$ cat config.mk
export PLATFORM = sky130hd
export DESIGN_NAME = aabb_subtract_decompose_unit
export DESIGN_NICKNAME = d
export VERILOG_FILES = /design/src/hdl/absd_pkg.sv /design/src/hdl/absd_issue.sv /design/src/hdl/aabb_subtract_decompose_unit.sv
export VERILOG_INCLUDE_DIRS = /design/src /design/src/hdl
export SDC_FILE = /design/constraint.sdc
export NUM_CORES = 2
export LEC_CHECK = 0
export BUFFER_PORTS_ARGS = -buffer_cell sky130_fd_sc_hd__buf_2
export CORE_UTILIZATION = 38
export CTS_BUF_LIST = sky130_fd_sc_hd__clkbuf_8
export DETAILED_ROUTE_END_ITERATION = 10
export PLACE_DENSITY = 0.53
export SLEW_MARGIN = 15
export SYNTH_ARGS = -nofsm -noshare
export SYNTH_HDL_FRONTEND = slang
export SYNTH_HIERARCHICAL = 1
export SYNTH_SLANG_ARGS = --single-unit
export TNS_END_PERCENT = 100
$ cat constraint.sdc
create_clock -name clk_i -period 84.5 [get_ports clk_i]
set_input_delay 4.225 -clock clk_i [delete_from_list [all_inputs] [get_ports clk_i]]
set_output_delay 4.225 -clock clk_i [all_outputs]
set_load 0.03 [all_outputs]
$ cat src/hdl/aabb_subtract_decompose_unit_macros.svh
// Assertion macros shared by the box subtraction RTL.
`ifndef AABB_SUBTRACT_DECOMPOSE_UNIT_MACROS_SVH
`define AABB_SUBTRACT_DECOMPOSE_UNIT_MACROS_SVH
`ifndef NO_ASSERTIONS
`define ABSD_ASSERT(lbl, prop, msg) \
  lbl: assert property (@(posedge clk_i) disable iff (!rst_ni) prop) \
    else $error(msg);
`define ABSD_ASSERT_NEXT(lbl, ante, cons, msg) \
  lbl: assert property (@(posedge clk_i) disable iff (!rst_ni) (ante) |=> (cons)) \
    else $error(msg);
`else
`define ABSD_ASSERT(lbl, prop, msg)
`define ABSD_ASSERT_NEXT(lbl, ante, cons, msg)
`endif
`endif

$ cat src/hdl/absd_pkg.sv
// Types and constants for the box subtraction unit.
package absd_pkg;

  localparam int unsigned COORD_WIDTH = 20;
  localparam int unsigned SIDE_BITS   = 19;
  localparam int unsigned VOL_BITS    = 60;
  localparam int unsigned CFG_IDX_W   = 2;

  localparam logic [CFG_IDX_W-1:0] REG_MIN_SIDE   = 2'd0;
  localparam logic [CFG_IDX_W-1:0] REG_MIN_VOLUME = 2'd1;

  // 0.4 with 8 and with 24 fractional bits
  localparam logic [SIDE_BITS-1:0] MIN_SIDE_RST   = 19'd102;
  localparam logic [VOL_BITS-1:0]  MIN_VOLUME_RST = 60'd6710886;

  typedef logic signed [COORD_WIDTH-1:0] coord_t;

  typedef enum logic [2:0] {
    SIDE_TOP    = 3'd0,
    SIDE_BOTTOM = 3'd1,
    SIDE_LEFT   = 3'd2,
    SIDE_RIGHT  = 3'd3,
    SIDE_FRONT  = 3'd4,
    SIDE_BACK   = 3'd5
  } side_e;

  typedef struct packed {
    coord_t cut_min_x;
    coord_t cut_min_y;
    coord_t cut_min_z;
    coord_t cut_max_x;
    coord_t cut_max_y;
    coord_t cut_max_z;
    coord_t hole_min_x;
    coord_t hole_min_y;
    coord_t hole_min_z;
    coord_t hole_max_x;
    coord_t hole_max_y;
    coord_t hole_max_z;
  } in_word_t;

  typedef struct packed {
    coord_t      piece_min_x;
    coord_t      piece_min_y;
    coord_t      piece_min_z;
    coord_t      piece_max_x;
    coord_t      piece_max_y;
    coord_t      piece_max_z;
    logic [2:0]  side_index;
    logic        keep;
    logic        last;
  } out_word_t;

  typedef struct packed {
    coord_t min_x;
    coord_t min_y;
    coord_t min_z;
    coord_t max_x;
    coord_t max_y;
    coord_t max_z;
    side_e  side;
    logic   last;
  } piece_t;

endpackage

$ cat src/hdl/absd_issue.sv
// Input word hold and per-side piece selection, one piece per cycle while adv_i is high.
module absd_issue (
  input  logic              clk_i,
  input  logic              rst_ni,
  input  logic              in_valid_i,
  input  absd_pkg::in_word_t in_data_i,
  output logic              in_stall_o,
  input  logic              adv_i,
  output logic              piece_valid_o,
  output absd_pkg::piece_t  piece_o
);

  absd_pkg::in_word_t item_q;
  logic               item_vld_q;
  absd_pkg::side_e    cnt_q;
  logic               in_take;
  absd_pkg::piece_t   sel_d;
  absd_pkg::piece_t   piece_q;
  logic               piece_vld_q;
  absd_pkg::coord_t   cx_lo, cx_hi, cy_lo, cy_hi;

  // free once the back piece leaves this cycle
  assign in_stall_o = item_vld_q && !(adv_i && (cnt_q == absd_pkg::SIDE_BACK));
  assign in_take    = in_valid_i && !in_stall_o;

  always_ff @(posedge clk_i) begin
    if (in_take) begin
      item_q <= in_data_i;
    end
  end

  always_ff @(posedge clk_i or negedge rst_ni) begin
    if (!rst_ni) begin
      item_vld_q <= 1'b0;
      cnt_q      <= absd_pkg::SIDE_TOP;
    end else if (in_take) begin
      item_vld_q <= 1'b1;
      cnt_q      <= absd_pkg::SIDE_TOP;
    end else if (adv_i && item_vld_q) begin
      if (cnt_q == absd_pkg::SIDE_BACK) begin
        item_vld_q <= 1'b0;
      end else begin
        cnt_q <= absd_pkg::side_e'(3'(cnt_q) + 3'd1);
      end
    end
  end

  always_comb begin
    cy_lo = (item_q.cut_min_y > item_q.hole_min_y) ? item_q.cut_min_y : item_q.hole_min_y;
    cy_hi = (item_q.cut_max_y < item_q.hole_max_y) ? item_q.cut_max_y : item_q.hole_max_y;
    cx_lo = (item_q.cut_min_x > item_q.hole_min_x) ? item_q.cut_min_x : item_q.hole_min_x;
    cx_hi = (item_q.cut_max_x < item_q.hole_max_x) ? item_q.cut_max_x : item_q.hole_max_x;

    sel_d.min_x = item_q.cut_min_x;
    sel_d.min_y = item_q.cut_min_y;
    sel_d.min_z = item_q.cut_min_z;
    sel_d.max_x = item_q.cut_max_x;
    sel_d.max_y = item_q.cut_max_y;
    sel_d.max_z = item_q.cut_max_z;
    sel_d.side  = cnt_q;
    sel_d.last  = (cnt_q == absd_pkg::SIDE_BACK);

    unique case (cnt_q)
      absd_pkg::SIDE_TOP: begin
        sel_d.min_y = item_q.hole_max_y;
      end
      absd_pkg::SIDE_BOTTOM: begin
        sel_d.max_y = item_q.hole_min_y;
      end
      absd_pkg::SIDE_LEFT: begin
        sel_d.max_x = item_q.hole_min_x;
        sel_d.min_y = cy_lo;
        sel_d.max_y = cy_hi;
      end
      absd_pkg::SIDE_RIGHT: begin
        sel_d.min_x = item_q.hole_max_x;
        sel_d.min_y = cy_lo;
        sel_d.max_y = cy_hi;
      end
      absd_pkg::SIDE_FRONT: begin
        sel_d.min_x = cx_lo;
        sel_d.max_x = cx_hi;
        sel_d.min_y = cy_lo;
        sel_d.max_y = cy_hi;
        sel_d.min_z = item_q.hole_max_z;
      end
      absd_pkg::SIDE_BACK: begin
        sel_d.min_x = cx_lo;
        sel_d.max_x = cx_hi;
        sel_d.min_y = cy_lo;
        sel_d.max_y = cy_hi;
        sel_d.max_z = item_q.hole_min_z;
      end
      default: begin
      end
    endcase
  end

  always_ff @(posedge clk_i or negedge rst_ni) begin
    if (!rst_ni) begin
      piece_vld_q <= 1'b0;
    end else if (adv_i) begin
      piece_vld_q <= item_vld_q;
    end
  end

  always_ff @(posedge clk_i) begin
    if (adv_i) begin
      piece_q <= sel_d;
    end
  end

  assign piece_valid_o = piece_vld_q;
  assign piece_o       = piece_q;

endmodule

$ cat src/hdl/aabb_subtract_decompose_unit.sv
// Box subtraction unit: splits a cut box around a hole box into six pieces.
//
// Input channel in_valid_i/in_stall_o/in_data_i carries one cut box and one
// hole box per word. Each accepted word yields six result words on
// out_valid_o/out_stall_i/out_data_o, in the order top, bottom, left, right,
// front, back, with last set on the back piece and keep set where all three
// sides exceed min_side and the volume exceeds min_volume.
// The first piece passes through every stage of the pipeline below; the
// others follow one per cycle while the output is not stalled. The issue
// stage holds one input word until its six pieces are issued; the next
// input is taken in the cycle the back piece is issued.
// Pipeline: issue/select, side differences, side compare and first product,
// low partial product, high partial product, volume sum and compare.
// Registers: cfg_we_i writes min_side (index 0) or min_volume (index 1).
// Reset loads the default thresholds and empties the pipeline.
// A stall on the output holds every stage; nothing is dropped or repeated.
`include "aabb_subtract_decompose_unit_macros.svh"
module aabb_subtract_decompose_unit (
  input  logic                                  clk_i,
  input  logic                                  rst_ni,
  input  logic                                  in_valid_i,
  output logic                                  in_stall_o,
  input  absd_pkg::in_word_t                    in_data_i,
  output logic                                  out_valid_o,
  input  logic                                  out_stall_i,
  output absd_pkg::out_word_t                   out_data_o,
  input  logic                                  cfg_we_i,
  input  logic [absd_pkg::CFG_IDX_W-1:0]        cfg_idx_i,
  input  logic [absd_pkg::VOL_BITS-1:0]         cfg_wdata_i
);

  localparam int unsigned W    = absd_pkg::COORD_WIDTH;
  localparam int unsigned DW   = W + 1;
  localparam int unsigned CW   = (DW > absd_pkg::SIDE_BITS + 1) ? DW : absd_pkg::SIDE_BITS + 1;
  localparam int unsigned HALF = 30;
  localparam int unsigned MW   = HALF + W;
  localparam int unsigned SUMW = ((MW > 2 * HALF) ? MW : 2 * HALF) + 1;

  logic [absd_pkg::SIDE_BITS-1:0] min_side_q;
  logic [absd_pkg::VOL_BITS-1:0]  min_volume_q;

  always_ff @(posedge clk_i or negedge rst_ni) begin
    if (!rst_ni) begin
      min_side_q   <= absd_pkg::MIN_SIDE_RST;
      min_volume_q <= absd_pkg::MIN_VOLUME_RST;
    end else if (cfg_we_i) begin
      unique case (cfg_idx_i)
        absd_pkg::REG_MIN_SIDE:   min_side_q   <= cfg_wdata_i[absd_pkg::SIDE_BITS-1:0];
        absd_pkg::REG_MIN_VOLUME: min_volume_q <= cfg_wdata_i;
        default: begin
        end
      endcase
    end
  end

  logic adv;
  logic out_vld_q;

  // the whole pipe moves unless a finished word is waiting
  assign adv = !out_vld_q || !out_stall_i;

  logic             s1_vld;
  absd_pkg::piece_t s1_piece;

  absd_issue u_issue (
    .clk_i         (clk_i),
    .rst_ni        (rst_ni),
    .in_valid_i    (in_valid_i),
    .in_data_i     (in_data_i),
    .in_stall_o    (in_stall_o),
    .adv_i         (adv),
    .piece_valid_o (s1_vld),
    .piece_o       (s1_piece)
  );

  // stage 2: signed side lengths
  logic                 s2_vld_q;
  absd_pkg::piece_t     s2_piece_q;
  logic signed [DW-1:0] s2_dx_q, s2_dy_q, s2_dz_q;

  // stage 3: threshold on sides, x*y product
  logic                 s3_vld_q;
  absd_pkg::piece_t     s3_piece_q;
  logic                 s3_ok_q;
  logic [2*W-1:0]       s3_prod_q;
  logic [W-1:0]         s3_mz_q;

  // stage 4: low partial product
  logic                 s4_vld_q;
  absd_pkg::piece_t     s4_piece_q;
  logic                 s4_ok_q;
  logic                 s4_big_q;
  logic [HALF-1:0]      s4_phi_q;
  logic [MW-1:0]        s4_mlo_q;
  logic [W-1:0]         s4_mz_q;

  // stage 5: high partial product
  logic                 s5_vld_q;
  absd_pkg::piece_t     s5_piece_q;
  logic                 s5_ok_q;
  logic                 s5_big_q;
  logic [MW-1:0]        s5_mlo_q;
  logic [MW-1:0]        s5_mhi_q;

  absd_pkg::out_word_t  out_q;

  logic signed [CW-1:0] side_lim;
  logic                 ok_x, ok_y, ok_z;
  logic [63:0]          prod64;
  logic                 vol_big;
  logic [SUMW-1:0]      vol_sum;
  logic                 keep_d;

  assign side_lim = $signed(CW'({1'b0, min_side_q}));
  assign ok_x     = CW'(s2_dx_q) > side_lim;
  assign ok_y     = CW'(s2_dy_q) > side_lim;
  assign ok_z     = CW'(s2_dz_q) > side_lim;

  assign prod64   = 64'(s3_prod_q);

  // at or above 2^60 the volume beats any threshold
  assign vol_big  = s5_big_q || (|s5_mhi_q[MW-1:HALF]);
  assign vol_sum  = SUMW'({s5_mhi_q[HALF-1:0], {HALF{1'b0}}}) + SUMW'(s5_mlo_q);
  assign keep_d   = s5_ok_q && (vol_big || (vol_sum > SUMW'(min_volume_q)));

  always_ff @(posedge clk_i or negedge rst_ni) begin
    if (!rst_ni) begin
      s2_vld_q  <= 1'b0;
      s3_vld_q  <= 1'b0;
      s4_vld_q  <= 1'b0;
      s5_vld_q  <= 1'b0;
      out_vld_q <= 1'b0;
    end else if (adv) begin
      s2_vld_q  <= s1_vld;
      s3_vld_q  <= s2_vld_q;
      s4_vld_q  <= s3_vld_q;
      s5_vld_q  <= s4_vld_q;
      out_vld_q <= s5_vld_q;
    end
  end

  always_ff @(posedge clk_i) begin
    if (adv) begin
      s2_piece_q <= s1_piece;
      s2_dx_q    <= DW'(s1_piece.max_x) - DW'(s1_piece.min_x);
      s2_dy_q    <= DW'(s1_piece.max_y) - DW'(s1_piece.min_y);
      s2_dz_q    <= DW'(s1_piece.max_z) - DW'(s1_piece.min_z);

      s3_piece_q <= s2_piece_q;
      s3_ok_q    <= ok_x && ok_y && ok_z;
      s3_prod_q  <= s2_dx_q[W-1:0] * s2_dy_q[W-1:0];
      s3_mz_q    <= s2_dz_q[W-1:0];

      s4_piece_q <= s3_piece_q;
      s4_ok_q    <= s3_ok_q;
      s4_big_q   <= |prod64[63:2*HALF];
      s4_phi_q   <= prod64[2*HALF-1:HALF];
      s4_mlo_q   <= prod64[HALF-1:0] * s3_mz_q;
      s4_mz_q    <= s3_mz_q;

      s5_piece_q <= s4_piece_q;
      s5_ok_q    <= s4_ok_q;
      s5_big_q   <= s4_big_q;
      s5_mlo_q   <= s4_mlo_q;
      s5_mhi_q   <= s4_phi_q * s4_mz_q;

      out_q.piece_min_x <= s5_piece_q.min_x;
      out_q.piece_min_y <= s5_piece_q.min_y;
      out_q.piece_min_z <= s5_piece_q.min_z;
      out_q.piece_max_x <= s5_piece_q.max_x;
      out_q.piece_max_y <= s5_piece_q.max_y;
      out_q.piece_max_z <= s5_piece_q.max_z;
      out_q.side_index  <= 3'(s5_piece_q.side);
      out_q.keep        <= keep_d;
      out_q.last        <= s5_piece_q.last;
    end
  end

  assign out_valid_o = out_vld_q;
  assign out_data_o  = out_q;

  logic [5:0] pipe_vld;
  assign pipe_vld = {s1_vld, s2_vld_q, s3_vld_q, s4_vld_q, s5_vld_q, out_vld_q};

  `ABSD_ASSERT(a_last_on_back,
    out_valid_o |-> (out_data_o.last == (out_data_o.side_index == 3'(absd_pkg::SIDE_BACK))),
    "last flag not on back piece")

  `ABSD_ASSERT(a_keep_positive,
    (out_valid_o && out_data_o.keep) |->
      ((out_data_o.piece_max_x > out_data_o.piece_min_x) &&
       (out_data_o.piece_max_y > out_data_o.piece_min_y) &&
       (out_data_o.piece_max_z > out_data_o.piece_min_z)),
    "kept piece with an empty side")

  `ABSD_ASSERT_NEXT(a_pipe_hold, !adv, $stable(pipe_vld),
    "pipeline moved while held")

endmodule
Yosys cells after proc, flatten, opt, wreduce, memory -nomap -nowiden

Index checks and enable logic that the tools add are counted.

$lt $le $gt $ge: 8
Multiplexer cells: 16
$add $sub $neg: 5
Multipliers: 3
Reduce and logical (&&, ||, !) cells: 24
Equality and inequality tests: 7

Operators by type and width:

| operator            | count |
|---|---|
| $pmux 20 s2         | 4 |
| $mux 20             | 6 |
| $gt 21x20->1        | 3 |
| $sub 20x20->21      | 3 |
| $add 60x50->61      | 1 |
| $gt 61x60->1        | 1 |
| $mul 30x20->50      | 1 |
| $gt 20x20->1        | 2 |
| $lt 20x20->1        | 2 |
| $mul 20x20->40      | 1 |
| $mul 10x20->30      | 1 |
| $reduce_or 20->1    | 1 |
| $mux 3              | 3 |
| $reduce_and 2->1    | 4 |
| $logic_and 1x1->1   | 7 |
| $eq 3x2->1 const B  | 2 |
| $eq 3x3->1 const B  | 2 |
| $logic_not 1->1     | 4 |
| $reduce_bool 2->1   | 2 |
| $reduce_or 4->1     | 1 |
| $add 3x1->3 const B | 1 |
| $eq 3x1->1 const B  | 1 |
| $logic_not 3->1     | 1 |
| $mux 1              | 3 |
| 5 further kinds     | 6 |

Bits of input ports: 307
Flip-flop bits (word level): 1380

Longest topological paths before layout

Word-level depth: 9
Mapped depth: 27

Modules after synthesis

Netlist, hierarchy kept.

Modules (own cells, without submodules):

| module                       | times used | cells each | area each (sq um) |
|---|---|---|---|
| aabb_subtract_decompose_unit | 1          | 6585       | 76144.3 |
| absd_issue                   | 1          | 953        | 15389.8 |

Least setup slack after synthesis

OpenSTA, ideal clock, no wires.

Path kind: input to register
From: input out_stall_i
To: register u_issue/item_q[0] (netlist bit) (enable)
Path slack: 51.539 ns
Stages: 5
Required time: 83.870 ns
Data arrival time: 32.331 ns
Cell sequence: nand2_1 > clkbuf_1 > nand2_1 > nand2_1 > and2_1

Cells in the longest elaborated chain, start to end: 7

Ends and longest elaborated chain:

| what                      | line                               | text |
|---|---|---|
| from (decl)               | aabb_subtract_decompose_unit.sv:25 | `input logic out_stall_i,` |
| $logic_not 1->1           | aabb_subtract_decompose_unit.sv:60 | `assign adv = !out_vld_q \|\| !out_stall_i;` |
| $logic_or 1x1->1          | aabb_subtract_decompose_unit.sv:60 |  |
| $logic_and 1x1->1         | absd_issue.sv:23                   | `assign in_stall_o = item_vld_q && !(adv_i && (cnt_q == absd_pkg::SIDE_BACK));` |
| $logic_not 1->1           | absd_issue.sv:23                   |  |
| $logic_and 1x1->1         | absd_issue.sv:23                   |  |
| $logic_not 1->1           | absd_issue.sv:24                   | `assign in_take = in_valid_i && !in_stall_o;` |
| $logic_and 1x1->1         | absd_issue.sv:24                   |  |
| named net u_issue.in_take | absd_issue.sv:16                   | `logic in_take;` |
| to (signal assigned)      | absd_issue.sv:28                   | `item_q <= in_data_i;` |
| to (decl)                 | absd_issue.sv:13                   | `absd_pkg::in_word_t item_q;` |

The timed path passes the listed nets, and every way through them passes these cells.
A chain may end at the register's enable or synchronous reset.

Worst setup path in the final report

From: input out_stall_i
To: output in_stall_o

Cells in the longest elaborated chain, start to end: 5

Ends and longest elaborated chain:

| what              | line                               | text |
|---|---|---|
| $logic_not 1->1   | aabb_subtract_decompose_unit.sv:60 |  |
| $logic_or 1x1->1  | aabb_subtract_decompose_unit.sv:60 |  |
| named net adv     | aabb_subtract_decompose_unit.sv:56 | `logic adv;` |
| $logic_and 1x1->1 | absd_issue.sv:23                   |  |
| $logic_not 1->1   | absd_issue.sv:23                   |  |
| $logic_and 1x1->1 | absd_issue.sv:23                   |  |
| to (decl)         | aabb_subtract_decompose_unit.sv:22 | `output logic in_stall_o,` |

The timed path passes the listed nets, and every way through them passes these cells.

==> flow_metrics.py <==
metrics = {
    "final_layout": {
        "fin_nets": 9893,
        "nFillCells": 22480,
        "fin_util": 0.426,
        "syn_to_final_growth_pct": 11.0,
        "layout-drive-gt1-share": 0.119,
    },
    "sta": {
        "min_period_ns": 9.71,
        "max_freq_mhz": 103,
        "worst_pin_slew_ns": 1.27,
        "layout_setup_ws_ns": 74.79,
        "fin_crit_sh": 0.115,
        "finalClockSkew_ns": 0.118,
        "final_hold_viol_count": 0,
        "max_slew_margin": 0.156,
        "fin_setup_tns_ns": 0,
        "setup_viol": 0,
        "grt_setup_unrepaired": "false",
        "maxSlewViolCount": 0,
    },
    "clock_tree": {
        "cts_root_buffer": "clkbuf_8",
        "post_cts_buffers": 0,
        "cts_hold_buffers": 0,
        "cts.sinks": 1360,
        "numCtsBuffers": 222,
        "clock_latency_ns": 0.97,
        "clockBufferDepth": 3,
        "clk_pin_slew_worst_paths_ns": 0.06,
        "cts_tree": "done",
        "cts-htree-levels": 4,
        "post_cts_resized": 0,
    },
    "grt": {
        "first_global_vias": 60104,
        "grt_max_degree": 186,
        "grt_pass1_wl_um": 342000,
        "overflow": 0,
        "grt_use_total": 0.182,
        "antenna_found_initial": 23,
    },
    "drt": {
        "drtIter0Drc": 3446,
        "via_per_inst": 4.93,
        "wl_um": 219000,
        "drc": 0,
        "vias": 55812,
        "antenna_left": 0,
        "firstDrtPassIters": 5,
        "wl_per_cell_um": 19.3,
    },
    "synthesis": {
        "async_flop_share": 0.0654,
        "synth_enable_flop_cells": 1271,
        "synth_fp_nets": 9466,
        "yosysTopAreaCellShare": 0.417,
        "ys_top_cells_by_area": "edfxtp_1, fa_1, ha_1, inv_1, and2_1",
        "synth_cell_types": 87,
        "yosysSeqAreaShare": 0.442,
        "yosys.area.top_type": "edfxtp_1",
        "synth_area_per_cell_um2": 12.1,
        "ys_warn_count": 6,
        "ys_ff_latch": 1360,
        "synth_ff_type": "edfxtp_1",
        "syn_area_mm2": 0.0915,
        "syn_inst": 7538,
    },
    "floorplan": {
        "core_mm2": 0.239,
        "pin_count": 434,
        "initial_core_util": 0.383,
        "rows": 179,
        "fp.dieH_um": 493,
        "die_width_um": 493,
        "die_area_mm2": 0.243,
    },
    "placed_design": {
        "portBuffers": 433,
        "gp_congestion": 0.856,
        "place_hpwl_um": 161000,
        "dp_slack_ns": 74.70,
    },
    "run_status": {
        "status": "finished clean",
    },
    "min_path": {
        "hold_path_class": "reg -> reg",
    },
    "setup_path": {
        "slowest_stage": "nand2_4",
        "startpoint_type": "input port",
        "cp_max_fo": 67,
        "cp.required_ns": 80.27,
        "cp_cell_sequence": "buf_2 -> nand2_4 -> nand2_1 -> nand2_1 -> inv_1 -> buf_2",
        "arrival_ns": 5.49,
        "critPathTopFamily": "simple AND/OR/NAND/NOR gates",
        "cp.buffers_inverters": 3,
        "criticalPathCategory": "in -> out",
        "worstSetupEndpointType": "output port",
        "cpPeakStageDelay_ns": 0.61,
    },
    "run": {
        "maxCapViolCount": 0,
    },
}
-- layout make-up --
class / instances / area, um^2 / share of cell area
Clock buffer: 231 / 3180 / 0.0313
Timing Repair Buffer: 512 / 2790 / 0.0274
Clock inverter: 174 / 1340 / 0.0132
Inverter: 1315 / 4940 / 0.0486
Multi-Input combinational cell: 4554 / 45000 / 0.443
Sequential cell: 1360 / 40400 / 0.398
Antenna cell: 7 / 17.5 / 0.000172
Tap cell: 3167 / 3960 / 0.0390
-- cells in the mapped netlist, types with 17 or more instances --
cell,instances
a211oi_1,29
a21o_1,138
a21oi_1,197
a221o_1,62
a22o_1,24
a31oi_1,17
and2_1,572
and3_1,45
clkbuf_1,275
dfrtp_1,73
edfxtp_1,1271
fa_1,966
ha_1,655
inv_1,1315
mux2_2,107
nand2_1,790
nand2b_1,31
nand3_1,63
nand4_1,58
nor2_1,125
nor2b_1,33
nor3_1,43
o211ai_1,17
o21a_1,50
o21ai_0,149
o21ai_1,17
o21bai_1,26
or3_1,17
xnor2_1,112
xor2_1,50
-- final timing paths --
check,slack (ns),depth (start not counted),startpoint,to
min in group asynchronous,3.26,1,rst_ni,min_volume_q[33]$_DFFE_PN0P_
worst min-delay path,0.31,0,s4_mlo_q[37]$_DFFE_PP_,s5_mlo_q[37]$_DFFE_PP_
worst min register to register,0.31,0,s4_mlo_q[37]$_DFFE_PP_,s5_mlo_q[37]$_DFFE_PP_
worst max-delay path,74.79,6,out_stall_i,in_stall_o
max in group asynchronous,80.04,2,rst_ni,s4_vld_q$_DFFE_PN0P_
worst max register to register,76.14,24,s3_prod_q[8]$_DFFE_PP_,s4_mlo_q[43]$_DFFE_PP_
-- state kept, by name, indices dropped and copies added (netlist names), 3 cells and up --
name / count
u_issue/item_q: 240
out_data_o: 125
s2_piece_q: 124
s3_piece_q: 124
s4_piece_q: 124
s5_piece_q: 124
u_issue/piece_o: 124
min_volume_q: 60
s4_mlo_q: 50
s5_mlo_q: 50
s3_prod_q: 40
s5_mhi_q: 30
s2_dx_q: 21
s2_dy_q: 21
s2_dz_q: 21
s3_mz_q: 20
s4_mz_q: 20
min_side_q: 19
s4_phi_q: 10
u_issue/cnt_q: 3
-- per-stage QoR --
| stage | hold WS (ns) | area, um^2 | instances |
|---|---|---|---|
| floorplan | 0.400 | 91500 | 7538 |
| global placement | 0.400 | 97100 | 10908 |
| detailed placement | 0.405 | 97100 | 10908 |
| CTS | 0.306 | 102000 | 11313 |
| global route | 0.313 | 102000 | 11317 |
| finish | 0.311 | 102000 | 11320 |
-- layer usage --
layer | part of all wire | up-vias | GRT usage
li1 | - | 25729 | -
met3 | 0.064 | 386 | 0.0360
met1 | 0.45 | 28116 | 0.248
met4 | 0.028 | 2 | 0.0571
met5 | 0.000059 | - | 0
met2 | 0.46 | 1579 | 0.293
-- layout by cell type, fill, tap and decap left out, drive strengths merged, types with 9 or more instances in the layout --
cell	n
a211o	9
a211oi	30
a21boi	14
a21o	138
a21oi	201
a221o	62
a22o	24
a31oi	17
and2	572
and3	46
and4	11
buf	512
bufinv	15
clkbuf	231
clkinv	87
dfrtp	73
dfstp	16
edfxtp	1271
fa	966
ha	655
inv	1383
mux2	107
nand2	790
nand2b	31
nand3	63
nand4	58
nor2	125
nor2b	33
nor3	45
nor4	14
o2111ai	9
o211ai	17
o21a	50
o21ai	166
o21bai	26
o31ai	12
or3	17
xnor2	112
xor2	50
-- worst register-to-register path, stage by stage, from the launching register on --
cell and delay [ns]:
edfxtp_1 1.14, and2_1 0.29, fa_1 0.44, fa_1 0.51, inv_1 0.05, fa_1 0.52
inv_1 0.07, fa_1 0.49, inv_1 0.05, fa_1 0.53, inv_1 0.05, fa_1 0.47
inv_1 0.05, fa_1 0.47, inv_1 0.04, ha_1 0.34, a21oi_1 0.17, o21ai_0 0.13
a31oi_1 0.18, a21boi_1 0.56, a21oi_1 0.29, a211o_1 0.41, a21boi_1 0.36, nor4b_1 0.10
a211o_1 0.31
-- cells by family after synthesis --
kind of cell               Yosys count  share of synthesized area
and+or+nand+nor                   1831                     0.0996
DFF                               1360                      0.442
buffers and inverters             1624                     0.0673
xor gates and xnor gates           162                     0.0155
adders and majority gates         1621                      0.301
AOI/OAI and AO/OA                  827                     0.0614
muxes                              113                     0.0138
Power is left out: the tool's default activity adds up to more than one toggle a clock period on the data nets, which glitch-free logic cannot reach.
